[config.mk]
export PLATFORM = sky130hd
export DESIGN_NAME = midpoint_ellipse_rasterizer
export DESIGN_NICKNAME = d
export VERILOG_FILES = /design/src/hdl/mer_pkg.sv /design/src/hdl/mer_dp.sv /design/src/hdl/mer_ctrl.sv /design/src/hdl/midpoint_ellipse_rasterizer.sv
export SDC_FILE = /design/constraint.sdc
export NUM_CORES = 2
export LEC_CHECK = 0
export ABC_AREA = 1
export BUFFER_PORTS_ARGS = -buffer_cell sky130_fd_sc_hd__buf_2
export CORE_ASPECT_RATIO = 1.75
export CORE_MARGIN = 2
export CORE_UTILIZATION = 30
export CTS_CLUSTER_SIZE = 12
export DETAILED_ROUTE_END_ITERATION = 12
export PLACE_DENSITY = 0.45
export SKIP_LAST_GASP = 1
export SYNTH_ARGS = -nofsm -noshare
export SYNTH_HDL_FRONTEND = slang
export SYNTH_HIERARCHICAL = 1
export SYNTH_SLANG_ARGS = --single-unit
[constraint.sdc]
create_clock -name clk -period 8.1 [get_ports clk]
set_input_delay 1.62 -clock clk [delete_from_list [all_inputs] [get_ports clk]]
set_output_delay 1.62 -clock clk [all_outputs]
set_load 0.01 [all_outputs]
[src/hdl/mer_pkg.sv]
// ----------------------------------------------------------------------------
// mer_pkg
// Shared types and constants of the midpoint ellipse rasterizer: controller
// states, datapath operation codes, and the command/status structs.
// ----------------------------------------------------------------------------
package mer_pkg;

    // Output point coordinates are 14-bit two's complement
    localparam int OUT_W       = 14;
    localparam int N_POINTS    = 4;
    localparam int OUT_TDATA_W = 2 * N_POINTS * OUT_W;

    // Input item kinds carried on tuser
    localparam logic FUNC_START = 1'b0;
    localparam logic FUNC_STEP  = 1'b1;

    // Controller states
    typedef enum logic [4:0] {
        ST_IDLE,
        ST_SQ_A,
        ST_SQ_B,
        ST_MUL_A2B,
        ST_INIT_DEC,
        ST_U1,
        ST_U2,
        ST_U3,
        ST_CHECK,
        ST_T_P1,
        ST_T_P2,
        ST_T_Q1,
        ST_T_Q2,
        ST_T_R1,
        ST_T_R2,
        ST_T_FIN,
        ST_FINISH
    } mer_state_t;

    // Datapath operations, one per cycle
    typedef enum logic [3:0] {
        OP_NOP,
        OP_LOAD,
        OP_SQ_A,
        OP_SQ_B,
        OP_MUL_A2B,
        OP_INIT_DEC,
        OP_CAPTURE,
        OP_U1,
        OP_U2,
        OP_U3,
        OP_T_P1,
        OP_SQUARE,
        OP_T_Q1,
        OP_T_R1,
        OP_T_FIN,
        OP_EMIT
    } mer_op_t;

    typedef struct packed {
        mer_op_t op;
    } mer_cmd_t;

    typedef struct packed {
        logic active;     // an ellipse is being traced
        logic need_r2;    // region one has ended, region two setup is due
        logic slot_free;  // output register can take a new group
    } mer_status_t;

endpackage

[src/hdl/mer_dp.sv]
// ----------------------------------------------------------------------------
// mer_dp
// Datapath: held ellipse parameters, incremental decision terms, one shared
// registered multiplier for setup products, and the output register.
// ----------------------------------------------------------------------------
module mer_dp #(
    parameter int AXIS_BITS  = 11,
    parameter int COORD_BITS = 12
) (
    input  logic                            clk,
    input  logic                            rst_n,
    input  mer_pkg::mer_cmd_t               cmd,
    output mer_pkg::mer_status_t            status,
    input  logic [COORD_BITS-1:0]           center_x,
    input  logic [COORD_BITS-1:0]           center_y,
    input  logic [AXIS_BITS-1:0]            semi_x,
    input  logic [AXIS_BITS-1:0]            semi_y,
    output logic                            m_tvalid,
    input  logic                            m_tready,
    // p0_x, p0_y, p1_x, p1_y, p2_x, p2_y, p3_x, p3_y (14 bits each)
    output logic [mer_pkg::OUT_TDATA_W-1:0] m_tdata,
    // points_valid
    output logic                            m_tuser,
    output logic                            m_tlast
);
    import mer_pkg::*;

    localparam int X_W   = AXIS_BITS + 2;
    localparam int Y_W   = AXIS_BITS + 2;
    localparam int SQ_W  = 2 * AXIS_BITS;
    localparam int MW    = 2 * AXIS_BITS + 3;
    localparam int PW    = 2 * MW;
    localparam int DEC_W = (4 * AXIS_BITS + 6 < 64) ? 4 * AXIS_BITS + 6 : 64;
    localparam int T_W   = (4 * AXIS_BITS + 8 < 64) ? 4 * AXIS_BITS + 8 : 64;
    localparam logic signed [Y_W-1:0] Y_ONE = Y_W'(1);

    // Held parameters and setup products
    logic [COORD_BITS-1:0] held_cx_reg, held_cx_next;
    logic [COORD_BITS-1:0] held_cy_reg, held_cy_next;
    logic [AXIS_BITS-1:0]  held_a_reg, held_a_next;
    logic [AXIS_BITS-1:0]  held_b_reg, held_b_next;
    logic [SQ_W-1:0]       a2_reg, a2_next;
    logic [SQ_W-1:0]       b2_reg, b2_next;
    logic [PW-1:0]         prod_reg, prod_next;
    logic [T_W-1:0]        acc_reg, acc_next;

    // Tracing state
    logic [DEC_W-1:0]        dec_reg, dec_next;
    logic [DEC_W-1:0]        two_b2x_reg, two_b2x_next;
    logic [DEC_W-1:0]        two_a2y_reg, two_a2y_next;
    logic [X_W-1:0]          x_reg, x_next;
    logic signed [Y_W-1:0]   y_reg, y_next;
    logic                    r2_reg, r2_next;
    logic                    diag_reg, diag_next;
    logic                    active_reg, active_next;

    // Pending group and output register
    logic [OUT_W-1:0] pend_px_reg, pend_px_next;
    logic [OUT_W-1:0] pend_mx_reg, pend_mx_next;
    logic [OUT_W-1:0] pend_py_reg, pend_py_next;
    logic [OUT_W-1:0] pend_my_reg, pend_my_next;
    logic             pend_valid_reg, pend_valid_next;
    logic [OUT_W-1:0] out_px_reg, out_px_next;
    logic [OUT_W-1:0] out_mx_reg, out_mx_next;
    logic [OUT_W-1:0] out_py_reg, out_py_next;
    logic [OUT_W-1:0] out_my_reg, out_my_next;
    logic             out_pv_reg, out_pv_next;
    logic             out_last_reg, out_last_next;
    logic             out_valid_reg, out_valid_next;

    // Combinational helpers
    logic [MW-1:0]        mul_a;
    logic [MW-1:0]        mul_b;
    logic [PW-1:0]        mul_p;
    logic                 dec_neg;
    logic                 dec_zero;
    logic                 diag;
    logic                 done;
    logic                 x_lt;
    logic [DEC_W-1:0]     two_b2;
    logic [DEC_W-1:0]     two_a2;
    logic signed [Y_W-1:0] ym1;
    logic [T_W-1:0]       t_full;
    logic [T_W-1:0]       t_adj;
    logic [T_W-1:0]       t_div;
    logic [OUT_W-1:0]     cx14;
    logic [OUT_W-1:0]     cy14;
    logic [OUT_W-1:0]     x14;
    logic [OUT_W-1:0]     y14;

    // Decision flags and step constants
    assign dec_neg  = dec_reg[DEC_W-1];
    assign dec_zero = (dec_reg == '0);
    assign diag     = r2_reg ? (dec_neg | dec_zero) : ~dec_neg;
    assign done     = r2_reg & y_reg[Y_W-1];
    assign x_lt     = (two_b2x_reg < two_a2y_reg);
    assign two_b2   = DEC_W'({b2_reg, 1'b0});
    assign two_a2   = DEC_W'({a2_reg, 1'b0});
    assign ym1      = (y_reg > 0) ? (y_reg - Y_ONE) : (Y_ONE - y_reg);

    // Region two start value: exact quarter, rounded toward zero
    assign t_full = acc_reg - (T_W'(prod_reg) << 2);
    assign t_adj  = t_full + (t_full[T_W-1] ? T_W'(3) : T_W'(0));
    assign t_div  = {{2{t_adj[T_W-1]}}, t_adj[T_W-1:2]};

    // Point coordinates, modulo 2^14
    assign cx14 = OUT_W'(held_cx_reg);
    assign cy14 = OUT_W'(held_cy_reg);
    assign x14  = OUT_W'(x_reg);
    assign y14  = OUT_W'(y_reg);

    // Shared multiplier operand select
    always_comb
    begin
        case (cmd.op)
            OP_SQ_A:
            begin
                mul_a = MW'(held_a_reg);
                mul_b = MW'(held_a_reg);
            end
            OP_SQ_B:
            begin
                mul_a = MW'(held_b_reg);
                mul_b = MW'(held_b_reg);
            end
            OP_MUL_A2B:
            begin
                mul_a = MW'(a2_reg);
                mul_b = MW'(held_b_reg);
            end
            OP_T_P1:
            begin
                mul_a = MW'({x_reg, 1'b1});
                mul_b = MW'(held_b_reg);
            end
            OP_SQUARE:
            begin
                mul_a = MW'(prod_reg);
                mul_b = MW'(prod_reg);
            end
            OP_T_Q1:
            begin
                mul_a = MW'(unsigned'(ym1));
                mul_b = MW'(held_a_reg);
            end
            OP_T_R1:
            begin
                mul_a = MW'(held_a_reg);
                mul_b = MW'(held_b_reg);
            end
            default:
            begin
                mul_a = '0;
                mul_b = '0;
            end
        endcase
    end

    assign mul_p = PW'(mul_a) * PW'(mul_b);

    // Next-state logic of the datapath registers
    always_comb
    begin
        held_cx_next    = held_cx_reg;
        held_cy_next    = held_cy_reg;
        held_a_next     = held_a_reg;
        held_b_next     = held_b_reg;
        a2_next         = a2_reg;
        b2_next         = b2_reg;
        prod_next       = prod_reg;
        acc_next        = acc_reg;
        dec_next        = dec_reg;
        two_b2x_next    = two_b2x_reg;
        two_a2y_next    = two_a2y_reg;
        x_next          = x_reg;
        y_next          = y_reg;
        r2_next         = r2_reg;
        diag_next       = diag_reg;
        active_next     = active_reg;
        pend_px_next    = pend_px_reg;
        pend_mx_next    = pend_mx_reg;
        pend_py_next    = pend_py_reg;
        pend_my_next    = pend_my_reg;
        pend_valid_next = pend_valid_reg;
        out_px_next     = out_px_reg;
        out_mx_next     = out_mx_reg;
        out_py_next     = out_py_reg;
        out_my_next     = out_my_reg;
        out_pv_next     = out_pv_reg;
        out_last_next   = out_last_reg;
        out_valid_next  = out_valid_reg & ~m_tready;

        case (cmd.op)
            OP_LOAD:
            begin
                held_cx_next = center_x;
                held_cy_next = center_y;
                held_a_next  = semi_x;
                held_b_next  = semi_y;
                x_next       = '0;
                y_next       = Y_W'(semi_y);
                r2_next      = 1'b0;
                active_next  = 1'b1;
            end
            OP_SQ_A:
            begin
                prod_next = mul_p;
            end
            OP_SQ_B:
            begin
                a2_next   = SQ_W'(prod_reg);
                prod_next = mul_p;
            end
            OP_MUL_A2B:
            begin
                b2_next   = SQ_W'(prod_reg);
                prod_next = mul_p;
            end
            OP_INIT_DEC:
            begin
                // B^2 - A^2*B + floor(A^2/4), y = B so 2*A^2*y = 2*A^2*B
                dec_next     = DEC_W'(b2_reg) + DEC_W'(a2_reg >> 2) - DEC_W'(prod_reg);
                two_a2y_next = DEC_W'(prod_reg) << 1;
                two_b2x_next = '0;
            end
            OP_CAPTURE:
            begin
                pend_px_next    = active_reg ? (cx14 + x14) : '0;
                pend_mx_next    = active_reg ? (cx14 - x14) : '0;
                pend_py_next    = active_reg ? (cy14 + y14) : '0;
                pend_my_next    = active_reg ? (cy14 - y14) : '0;
                pend_valid_next = active_reg;
            end
            OP_U1:
            begin
                // Move x and/or y, and add the constant term of the update
                diag_next = diag;
                dec_next  = dec_reg + (r2_reg ? DEC_W'(a2_reg) : DEC_W'(b2_reg));
                if (!r2_reg || diag)
                begin
                    x_next       = x_reg + X_W'(1);
                    two_b2x_next = two_b2x_reg + two_b2;
                end
                if (r2_reg || diag)
                begin
                    y_next       = y_reg - Y_ONE;
                    two_a2y_next = two_a2y_reg - two_a2;
                end
            end
            OP_U2:
            begin
                if (!r2_reg || diag_reg)
                begin
                    dec_next = dec_reg + two_b2x_reg;
                end
            end
            OP_U3:
            begin
                if (r2_reg || diag_reg)
                begin
                    dec_next = dec_reg - two_a2y_reg;
                end
            end
            OP_T_P1, OP_SQUARE:
            begin
                prod_next = mul_p;
            end
            OP_T_Q1:
            begin
                acc_next  = T_W'(prod_reg);
                prod_next = mul_p;
            end
            OP_T_R1:
            begin
                acc_next  = acc_reg + (T_W'(prod_reg) << 2);
                prod_next = mul_p;
            end
            OP_T_FIN:
            begin
                dec_next = DEC_W'(t_div);
                r2_next  = 1'b1;
            end
            OP_EMIT:
            begin
                out_px_next    = pend_px_reg;
                out_mx_next    = pend_mx_reg;
                out_py_next    = pend_py_reg;
                out_my_next    = pend_my_reg;
                out_pv_next    = pend_valid_reg;
                out_last_next  = pend_valid_reg & done;
                out_valid_next = 1'b1;
                if (pend_valid_reg && done)
                begin
                    active_next = 1'b0;
                end
            end
            default:
            begin
            end
        endcase
    end

    // Control registers
    always_ff @(posedge clk or negedge rst_n)
    begin
        if (!rst_n)
        begin
            active_reg    <= 1'b0;
            out_valid_reg <= 1'b0;
        end
        else
        begin
            active_reg    <= active_next;
            out_valid_reg <= out_valid_next;
        end
    end

    // Payload registers
    always_ff @(posedge clk)
    begin
        held_cx_reg    <= held_cx_next;
        held_cy_reg    <= held_cy_next;
        held_a_reg     <= held_a_next;
        held_b_reg     <= held_b_next;
        a2_reg         <= a2_next;
        b2_reg         <= b2_next;
        prod_reg       <= prod_next;
        acc_reg        <= acc_next;
        dec_reg        <= dec_next;
        two_b2x_reg    <= two_b2x_next;
        two_a2y_reg    <= two_a2y_next;
        x_reg          <= x_next;
        y_reg          <= y_next;
        r2_reg         <= r2_next;
        diag_reg       <= diag_next;
        pend_px_reg    <= pend_px_next;
        pend_mx_reg    <= pend_mx_next;
        pend_py_reg    <= pend_py_next;
        pend_my_reg    <= pend_my_next;
        pend_valid_reg <= pend_valid_next;
        out_px_reg     <= out_px_next;
        out_mx_reg     <= out_mx_next;
        out_py_reg     <= out_py_next;
        out_my_reg     <= out_my_next;
        out_pv_reg     <= out_pv_next;
        out_last_reg   <= out_last_next;
    end

    // Status back to the controller
    always_comb
    begin
        status.active    = active_reg;
        status.need_r2   = ~r2_reg & ~x_lt;
        status.slot_free = ~out_valid_reg | m_tready;
    end

    // Output channel
    assign m_tvalid = out_valid_reg;
    assign m_tuser  = out_pv_reg;
    assign m_tlast  = out_last_reg;
    assign m_tdata  = {out_my_reg, out_mx_reg, out_py_reg, out_px_reg,
                       out_py_reg, out_mx_reg, out_my_reg, out_px_reg};

endmodule

[src/hdl/mer_ctrl.sv]
// ----------------------------------------------------------------------------
// mer_ctrl
// Controller: sequences setup products, the per-step decision update and
// the region two setup, and hands finished groups to the output register.
// ----------------------------------------------------------------------------
module mer_ctrl (
    input  logic                 clk,
    input  logic                 rst_n,
    input  logic                 s_tvalid,
    output logic                 s_tready,
    input  logic                 s_func,
    output mer_pkg::mer_cmd_t    cmd,
    input  mer_pkg::mer_status_t status
);
    import mer_pkg::*;

    mer_state_t state_reg, state_next;
    logic       is_step_reg, is_step_next;

    // Next state
    always_comb
    begin
        state_next   = state_reg;
        is_step_next = is_step_reg;
        case (state_reg)
            ST_IDLE:
            begin
                if (s_tvalid)
                begin
                    if (s_func == FUNC_START)
                    begin
                        state_next   = ST_SQ_A;
                        is_step_next = 1'b0;
                    end
                    else
                    begin
                        state_next   = status.active ? ST_U1 : ST_FINISH;
                        is_step_next = 1'b1;
                    end
                end
            end
            ST_SQ_A:     state_next = ST_SQ_B;
            ST_SQ_B:     state_next = ST_MUL_A2B;
            ST_MUL_A2B:  state_next = ST_INIT_DEC;
            ST_INIT_DEC: state_next = ST_CHECK;
            ST_U1:       state_next = ST_U2;
            ST_U2:       state_next = ST_U3;
            ST_U3:       state_next = ST_CHECK;
            ST_CHECK:
            begin
                if (status.need_r2)
                begin
                    state_next = ST_T_P1;
                end
                else
                begin
                    state_next = is_step_reg ? ST_FINISH : ST_IDLE;
                end
            end
            ST_T_P1:     state_next = ST_T_P2;
            ST_T_P2:     state_next = ST_T_Q1;
            ST_T_Q1:     state_next = ST_T_Q2;
            ST_T_Q2:     state_next = ST_T_R1;
            ST_T_R1:     state_next = ST_T_R2;
            ST_T_R2:     state_next = ST_T_FIN;
            ST_T_FIN:    state_next = is_step_reg ? ST_FINISH : ST_IDLE;
            ST_FINISH:
            begin
                if (status.slot_free)
                begin
                    state_next = ST_IDLE;
                end
            end
            default:     state_next = ST_IDLE;
        endcase
    end

    // Outputs
    always_comb
    begin
        s_tready = 1'b0;
        cmd.op   = OP_NOP;
        case (state_reg)
            ST_IDLE:
            begin
                s_tready = 1'b1;
                if (s_tvalid)
                begin
                    cmd.op = (s_func == FUNC_START) ? OP_LOAD : OP_CAPTURE;
                end
            end
            ST_SQ_A:     cmd.op = OP_SQ_A;
            ST_SQ_B:     cmd.op = OP_SQ_B;
            ST_MUL_A2B:  cmd.op = OP_MUL_A2B;
            ST_INIT_DEC: cmd.op = OP_INIT_DEC;
            ST_U1:       cmd.op = OP_U1;
            ST_U2:       cmd.op = OP_U2;
            ST_U3:       cmd.op = OP_U3;
            ST_T_P1:     cmd.op = OP_T_P1;
            ST_T_P2:     cmd.op = OP_SQUARE;
            ST_T_Q1:     cmd.op = OP_T_Q1;
            ST_T_Q2:     cmd.op = OP_SQUARE;
            ST_T_R1:     cmd.op = OP_T_R1;
            ST_T_R2:     cmd.op = OP_SQUARE;
            ST_T_FIN:    cmd.op = OP_T_FIN;
            ST_FINISH:   cmd.op = status.slot_free ? OP_EMIT : OP_NOP;
            default:     cmd.op = OP_NOP;
        endcase
    end

    // State registers
    always_ff @(posedge clk or negedge rst_n)
    begin
        if (!rst_n)
        begin
            state_reg   <= ST_IDLE;
            is_step_reg <= 1'b0;
        end
        else
        begin
            state_reg   <= state_next;
            is_step_reg <= is_step_next;
        end
    end

endmodule

[src/hdl/midpoint_ellipse_rasterizer.sv]
// ----------------------------------------------------------------------------
// midpoint_ellipse_rasterizer
// Sequencing: a step item runs the decision update states U1, U2, U3 and the check,
//   plus the region two setup on the step where region two begins, then hands its
//   point group to the output register; an idle step goes straight to the hand-off.
// Throughput: one item at a time; a start runs the setup products and the check (and
//   region two setup if it begins at once); a held group waiting on m_tready holds off
//   the next item. The shared setup multiplier and one-add-per-cycle update set the pace.
// Reset: asynchronous; the block comes up idle with no ellipse active.
// ----------------------------------------------------------------------------
module midpoint_ellipse_rasterizer #(
    parameter int AXIS_BITS  = 11,
    parameter int COORD_BITS = 12,
    localparam int IN_W       = 2 * COORD_BITS + 2 * AXIS_BITS,
    localparam int IN_TDATA_W = ((IN_W + 7) / 8) * 8
) (
    input  logic                            clk,
    input  logic                            rst_n,
    input  logic                            s_tvalid,
    output logic                            s_tready,
    // center_x, center_y, semi_x, semi_y, zero fill
    input  logic [IN_TDATA_W-1:0]           s_tdata,
    // func
    input  logic                            s_tuser,
    output logic                            m_tvalid,
    input  logic                            m_tready,
    // p0_x, p0_y, p1_x, p1_y, p2_x, p2_y, p3_x, p3_y (14 bits each)
    output logic [mer_pkg::OUT_TDATA_W-1:0] m_tdata,
    // points_valid
    output logic                            m_tuser,
    // last_group
    output logic                            m_tlast
);
    import mer_pkg::*;

    mer_cmd_t              cmd;
    mer_status_t           status;
    logic [COORD_BITS-1:0] center_x;
    logic [COORD_BITS-1:0] center_y;
    logic [AXIS_BITS-1:0]  semi_x;
    logic [AXIS_BITS-1:0]  semi_y;

    // Unpack the input transfer
    assign center_x = s_tdata[COORD_BITS-1:0];
    assign center_y = s_tdata[2*COORD_BITS-1:COORD_BITS];
    assign semi_x   = s_tdata[2*COORD_BITS+AXIS_BITS-1:2*COORD_BITS];
    assign semi_y   = s_tdata[2*COORD_BITS+2*AXIS_BITS-1:2*COORD_BITS+AXIS_BITS];

    mer_ctrl u_ctrl (
        .clk      (clk),
        .rst_n    (rst_n),
        .s_tvalid (s_tvalid),
        .s_tready (s_tready),
        .s_func   (s_tuser),
        .cmd      (cmd),
        .status   (status)
    );

    mer_dp #(
        .AXIS_BITS  (AXIS_BITS),
        .COORD_BITS (COORD_BITS)
    ) u_dp (
        .clk      (clk),
        .rst_n    (rst_n),
        .cmd      (cmd),
        .status   (status),
        .center_x (center_x),
        .center_y (center_y),
        .semi_x   (semi_x),
        .semi_y   (semi_y),
        .m_tvalid (m_tvalid),
        .m_tready (m_tready),
        .m_tdata  (m_tdata),
        .m_tuser  (m_tuser),
        .m_tlast  (m_tlast)
    );

endmodule

# --- Word level (Yosys, flattened, before mapping) ---
# Index checks and enable logic that the tools add are counted.
classes:
  n_addsub: 17
  eq_ne: 38
  multipliers: 1
  n_reduce_logical: 28
  muxes: 35
  magnitude_cmp: 2
  n_bitwise: 11
ops:
  columns: ["op", "count"]
  rows:
  - ["$pmux W50 S5", 1]
  - ["$mux W50", 4]
  - ["$pmux W50 S2", 2]
  - ["$pmux W25 S6", 1]
  - ["$add A52 B52 Y52", 2]
  - ["$pmux W52 S2", 1]
  - ["$add A50 B50 Y50", 2]
  - ["$sub A50 B50 Y50", 2]
  - ["$pmux W5 S16", 1]
  - ["$pmux W25 S3", 1]
  - ["$pmux W4 S14", 1]
  - ["$pmux W13 S2", 2]
  - ["$sub A52 B52 Y52", 1]
  - ["$add A50 B23 Y50", 1]
  - ["$logic_not A50 Y1", 1]
  - ["$lt A50 B50 Y1", 1]
  - ["$mul A25 B25 Y50", 1]
  - ["$sub A50 B23 Y50", 1]
  - ["$eq A5 B4 Y1 const B", 8]
  - ["$mux W13", 3]
  - ["$eq A4 B4 Y1 const B", 8]
  - ["$mux W5", 6]
  - ["$add A22 B20 Y23", 1]
  - ["$mux W22", 1]
  - ["37 further kinds", 79]
totals:
  output_inout_bits: 116
  elab_cells: 162
  input_bits: 53
  ff_bits: 493

# --- Logic depth before layout (Yosys ltp) ---
logic_depth:
  depth_word: 8
  mapped_depth: 44
  depth_no_buf: 43

# --- By module ---
# Netlist, hierarchy kept.
by_module_without_submodules:
  columns: ["mod", "instances", "area_per_inst_um2", "cells_each"]
  rows:
  - ["mer_dp", 1, 64695.8, 8793]
  - ["mer_ctrl", 1, 610.6, 102]

# --- Least setup slack after synthesis ---
# No wires, ideal clock.
synth_path:
  path_type: "input-to-reg"
  start: "input port m_tready"
  end: "register u_dp.prod_reg[48], data pin"
  slack_ns: -1.794
  setup_time_ns: 0.265
  stages: 38
  t_arrival_ns: 9.629
  path_cell_list: "inv_1 -> nand2_1 -> nand4_1 -> nand2_1 -> nor2_1 -> nand3_1 -> nor2_1 -> inv_1 -> nor2_2 -> inv_1 -> clkbuf_1 -> o21ai_0 -> clkbuf_1 -> nand2_1 -> fa_1 -> inv_1 -> fa_1 -> inv_1 -> [... 2 more ...] -> inv_1 -> fa_1 -> fa_1 -> inv_1 -> fa_1 -> inv_1 -> ha_1 -> a21oi_1 -> inv_1 -> a31oi_1 -> o21ai_0 -> a21oi_1 -> o21ai_0 -> a21oi_1 -> inv_1 -> a21oi_1 -> o21ai_0 -> xor2_1"
synth_lines:
  columns: ["element", "line", "text"]
  rows:
  - ["start, declared", "midpoint_ellipse_rasterizer.sv:26", "input logic m_tready,"]
  - ["end signal, assigned", "mer_dp.sv:327", "prod_reg <= prod_next;"]
  - ["end, declared", "mer_dp.sv:44", "logic [PW-1:0] prod_reg, prod_next;"]

==> results.md <==
- Vias in the first global route: roughly 69000
- First-pass GRT wire length: ~500000 um
- Slew Limit Fails: 1
- Failing checks: capacitance limit, slew limit, setup timing
- Vias per cell: just over 5
- Headroom to the max-slew limit: -0.441%
- Critical Path End Type: flip-flop
- Final Critical Period: about 9.1 ns
- Simple-Gate Fraction of Synth Area: between 20 and 25%
- Hold_sp: u_dp/pend_my_reg[3]
- DR vias: roughly 65000
- Routed WL: roughly 370000 um
- Largest net degree at the start of global routing: slightly below 60
- Worst Tran Pin Value: around 1.5 ns
- Clock buffer depth: 3
- Final Cycle Share: 112%
- Unrepaired setup endpoints after global routing: true
- Yosys reg bits: 487
- EDFF count, synth: roughly 480
- Top_reg_cell synth: edfxtp_1
- Initial DRC count: about 4500
- Largest stage delay, worst path: 0.58 ns
- Instance count of the mapped netlist: slightly below 9000
- Post-synth top cells: nand2_1 (1847), inv_1 (1749), nor2_1 (1017), a21oi_1 (604), fa_1 (556)
- Root buffer cell: clkbuf_16
- H-tree Lvls: 2
- Area Growth Syn to Fin: 22.4%
- Die W: 357 um
- Data required, critical path: around 8.6 ns
- Gr ovfl total: 0
- Clk sinks: 487
- CP startpoint kind: input pin
- Share of cells above drive strength 1: approximately 17%
- Worst EP arrival: about 9.5 ns
- Adder-cell share of the synthesized area: between 20% and 30%
- Highest-delay cell along the critical path: fa_1
- Clock Latency Late Sink: ~0.73 ns
- I/O Buffers: between 150 and 200
- Synth top area share: between 20% and 30%
- Worst min path class: flip-flop to flip-flop
- XOR/XNOR share of the synthesized area: ~2.3%
- Syn avg cell area: 7.34 um2
- CP Buf/Inv Count: 16
- Cell family with most CP delay: adder cells
- Largest family of logic cells by synthesized area: adder cells
- Initial antenna violation count: 29
- Initial Utilization: 30.2%
- Core area: between 200000 and 250000 um2
- Cell taking the most area after synthesis: edfxtp_1
- First-pass DRT Iterations: 6
- Fmax: between 100 and 150 MHz
- Clock-pin slew on the worst setup and hold paths: around 0.060 ns
- Crit path from: m_tready
- Reg-to-reg slack, setup: -0.84 ns
- Die H: 621 um
- Most common cell in the netlist: nand2_1
- Fin nets: 10881
- Wire per inst: roughly 29 um
- Syn nets: 10056
- Core Rows: 226
- Placer Congestion: around 1.1
- Final setup viols: 36
- Hold Vio Cnt, Final: 0
- I/O pin total: between 150 and 200
- Run status: finished with violations
- Seq/Total Area, Yosys: between 20 and 25%
- Crit-path max FO: 12
- Synthesis Warnings: 6
- Synth top area cells: edfxtp_1 (22%), fa_1 (17%), nand2_1 (11%)
- Ys async rst share: roughly 1.6%
- Mux share of post-synthesis cell area: 0%
- Total CTS buffers: between 50 and 60
- Max Cap Violations: 1
- Cell area after synthesis: around 65000 um2
- CTS tree: yes
- Synth Area in Compound Gates: ~12%
- Tot GR Track Use: between 30% and 40%
- Netlist cell types: 67
- Post-route ant nets: 0
- Max reg flops: 52
- Clk_skew: 0.0261 ns
- Full die area: about 220000 um2
- # DRC: 0
- Crit Path Category: input pin to flip-flop
- Dpl ws: -2.46 ns
- Most frequent CP cell: fa_1
- Crit Reg-Reg Startpoint: u_ctrl/state_reg[3]
- Post-DP HPWL: roughly 320000 um
- Final worst setup slack: -0.963 ns
-- cell type report --
cell class	count	area [um2]
clock buffer	75	1540
tap	2850	3570
timing repair inverter	1	8.76
sequential	487	14600
multi-input combinational	6367	44700
antenna	14	35.0
clock inverter	25	295
timing repair buffer	1010	8430
inverter	1796	6820
fill	23323	137000
-- per-stage QoR --
step	hold slack, ns	utilization, %	area [um2]	std cells	setup TNS (ns)
after global placement	0.403	34.5	74700	12385	-85.18
after detailed placement	0.407	34.5	74700	12385	-85.78
after floorplan	0.400	-	65600	8895	-19.03
after global routing	0.425	36.9	79900	12613	-33.65
final	0.419	36.9	80000	12625	-26.49
after CTS	0.421	36.5	79000	12583	-25.54
-- worst register-to-register path: cells and delay by family, from the launching register on --
kind	cells	cell delay [ns]
fa+ha+maj	8	3.90
buf+inv	16	1.99
simple gates	9	1.21
compound gates	6	1.03
flops	1	0.44
xor+xnor	1	0.14
-- layout by cell type, fill, tap and decap left out, types with 21 or more instances in the layout --
| cell | instances |
|---|---|
| a21o_1 | 36 |
| nand2_2 | 62 |
| nand3_1 | 380 |
| ha_1 | 526 |
| o21bai_1 | 40 |
| buf_4 | 704 |
| nand4_1 | 100 |
| xor2_1 | 111 |
| buf_6 | 57 |
| nor2_1 | 930 |
| buf_2 | 165 |
| xnor2_1 | 42 |
| or2_2 | 39 |
| ha_4 | 22 |
| buf_12 | 63 |
| nor2_4 | 49 |
| o21ai_2 | 21 |
| o21ai_1 | 36 |
| nor3_1 | 90 |
| a21oi_2 | 35 |
| o211ai_1 | 24 |
| nand2_1 | 1800 |
| inv_1 | 1669 |
| fa_1 | 529 |
| o21a_1 | 45 |
| nor4_1 | 39 |
| o21ai_0 | 445 |
| a21oi_1 | 557 |
| edfxtp_1 | 479 |
| inv_2 | 102 |
| clkbuf_16 | 58 |
| a31oi_1 | 72 |
| nor2_2 | 81 |
| fa_2 | 27 |
-- final timing paths --
| kind | endpoint | cells past startpoint |
|---|---|---|
| max | u_dp/prod_reg[48] | 43 |
| min | u_dp/out_my_reg[3] | 0 |
| max reg2reg | u_dp/prod_reg[48] | 40 |
| min reg2reg | u_dp/out_my_reg[3] | 0 |
| max in group asynchronous | u_ctrl/is_step_reg | 1 |
| min in group asynchronous | u_dp/m_tvalid | 1 |
-- cell families (layout without fill, tap and decap cells) --
kind of cell	Yosys count	in the layout
other	0	14
buffers and inverters	2041	2907
xor gates and xnor gates	167	167
AOI/OAI and AO/OA	1446	1446
adders and majority gates	1108	1108
and+or+nand+nor	3646	3646
DFF	487	487
-- routing by layer --
layer  vias to the layer above  global-route usage, %  part of all wire (%)
met4                        10                   35.2                    14
met3                      1185                   4.43                   4.4
met2                      2354                   59.8                    51
met5                         -                      0                 0.018
li1                      30047                      -                     -
met1                     31788                   30.3                    31
-- timing repair --
| action | CTS | global route |
|---|---|---|
| gates cloned | 8 | 0 |
| setup endpoints to repair | 40 | 39 |
| endpoints found under the hold margin | 0 | 0 |
| pin swaps | 124 | 52 |
| gates resized for setup | 415 | 179 |
| hold buffers | 0 | 0 |
| setup buffers | 91 | 32 |
Power is left out: the tool's default activity adds up to more than one toggle a clock period on the data nets, which glitch-free logic cannot reach.
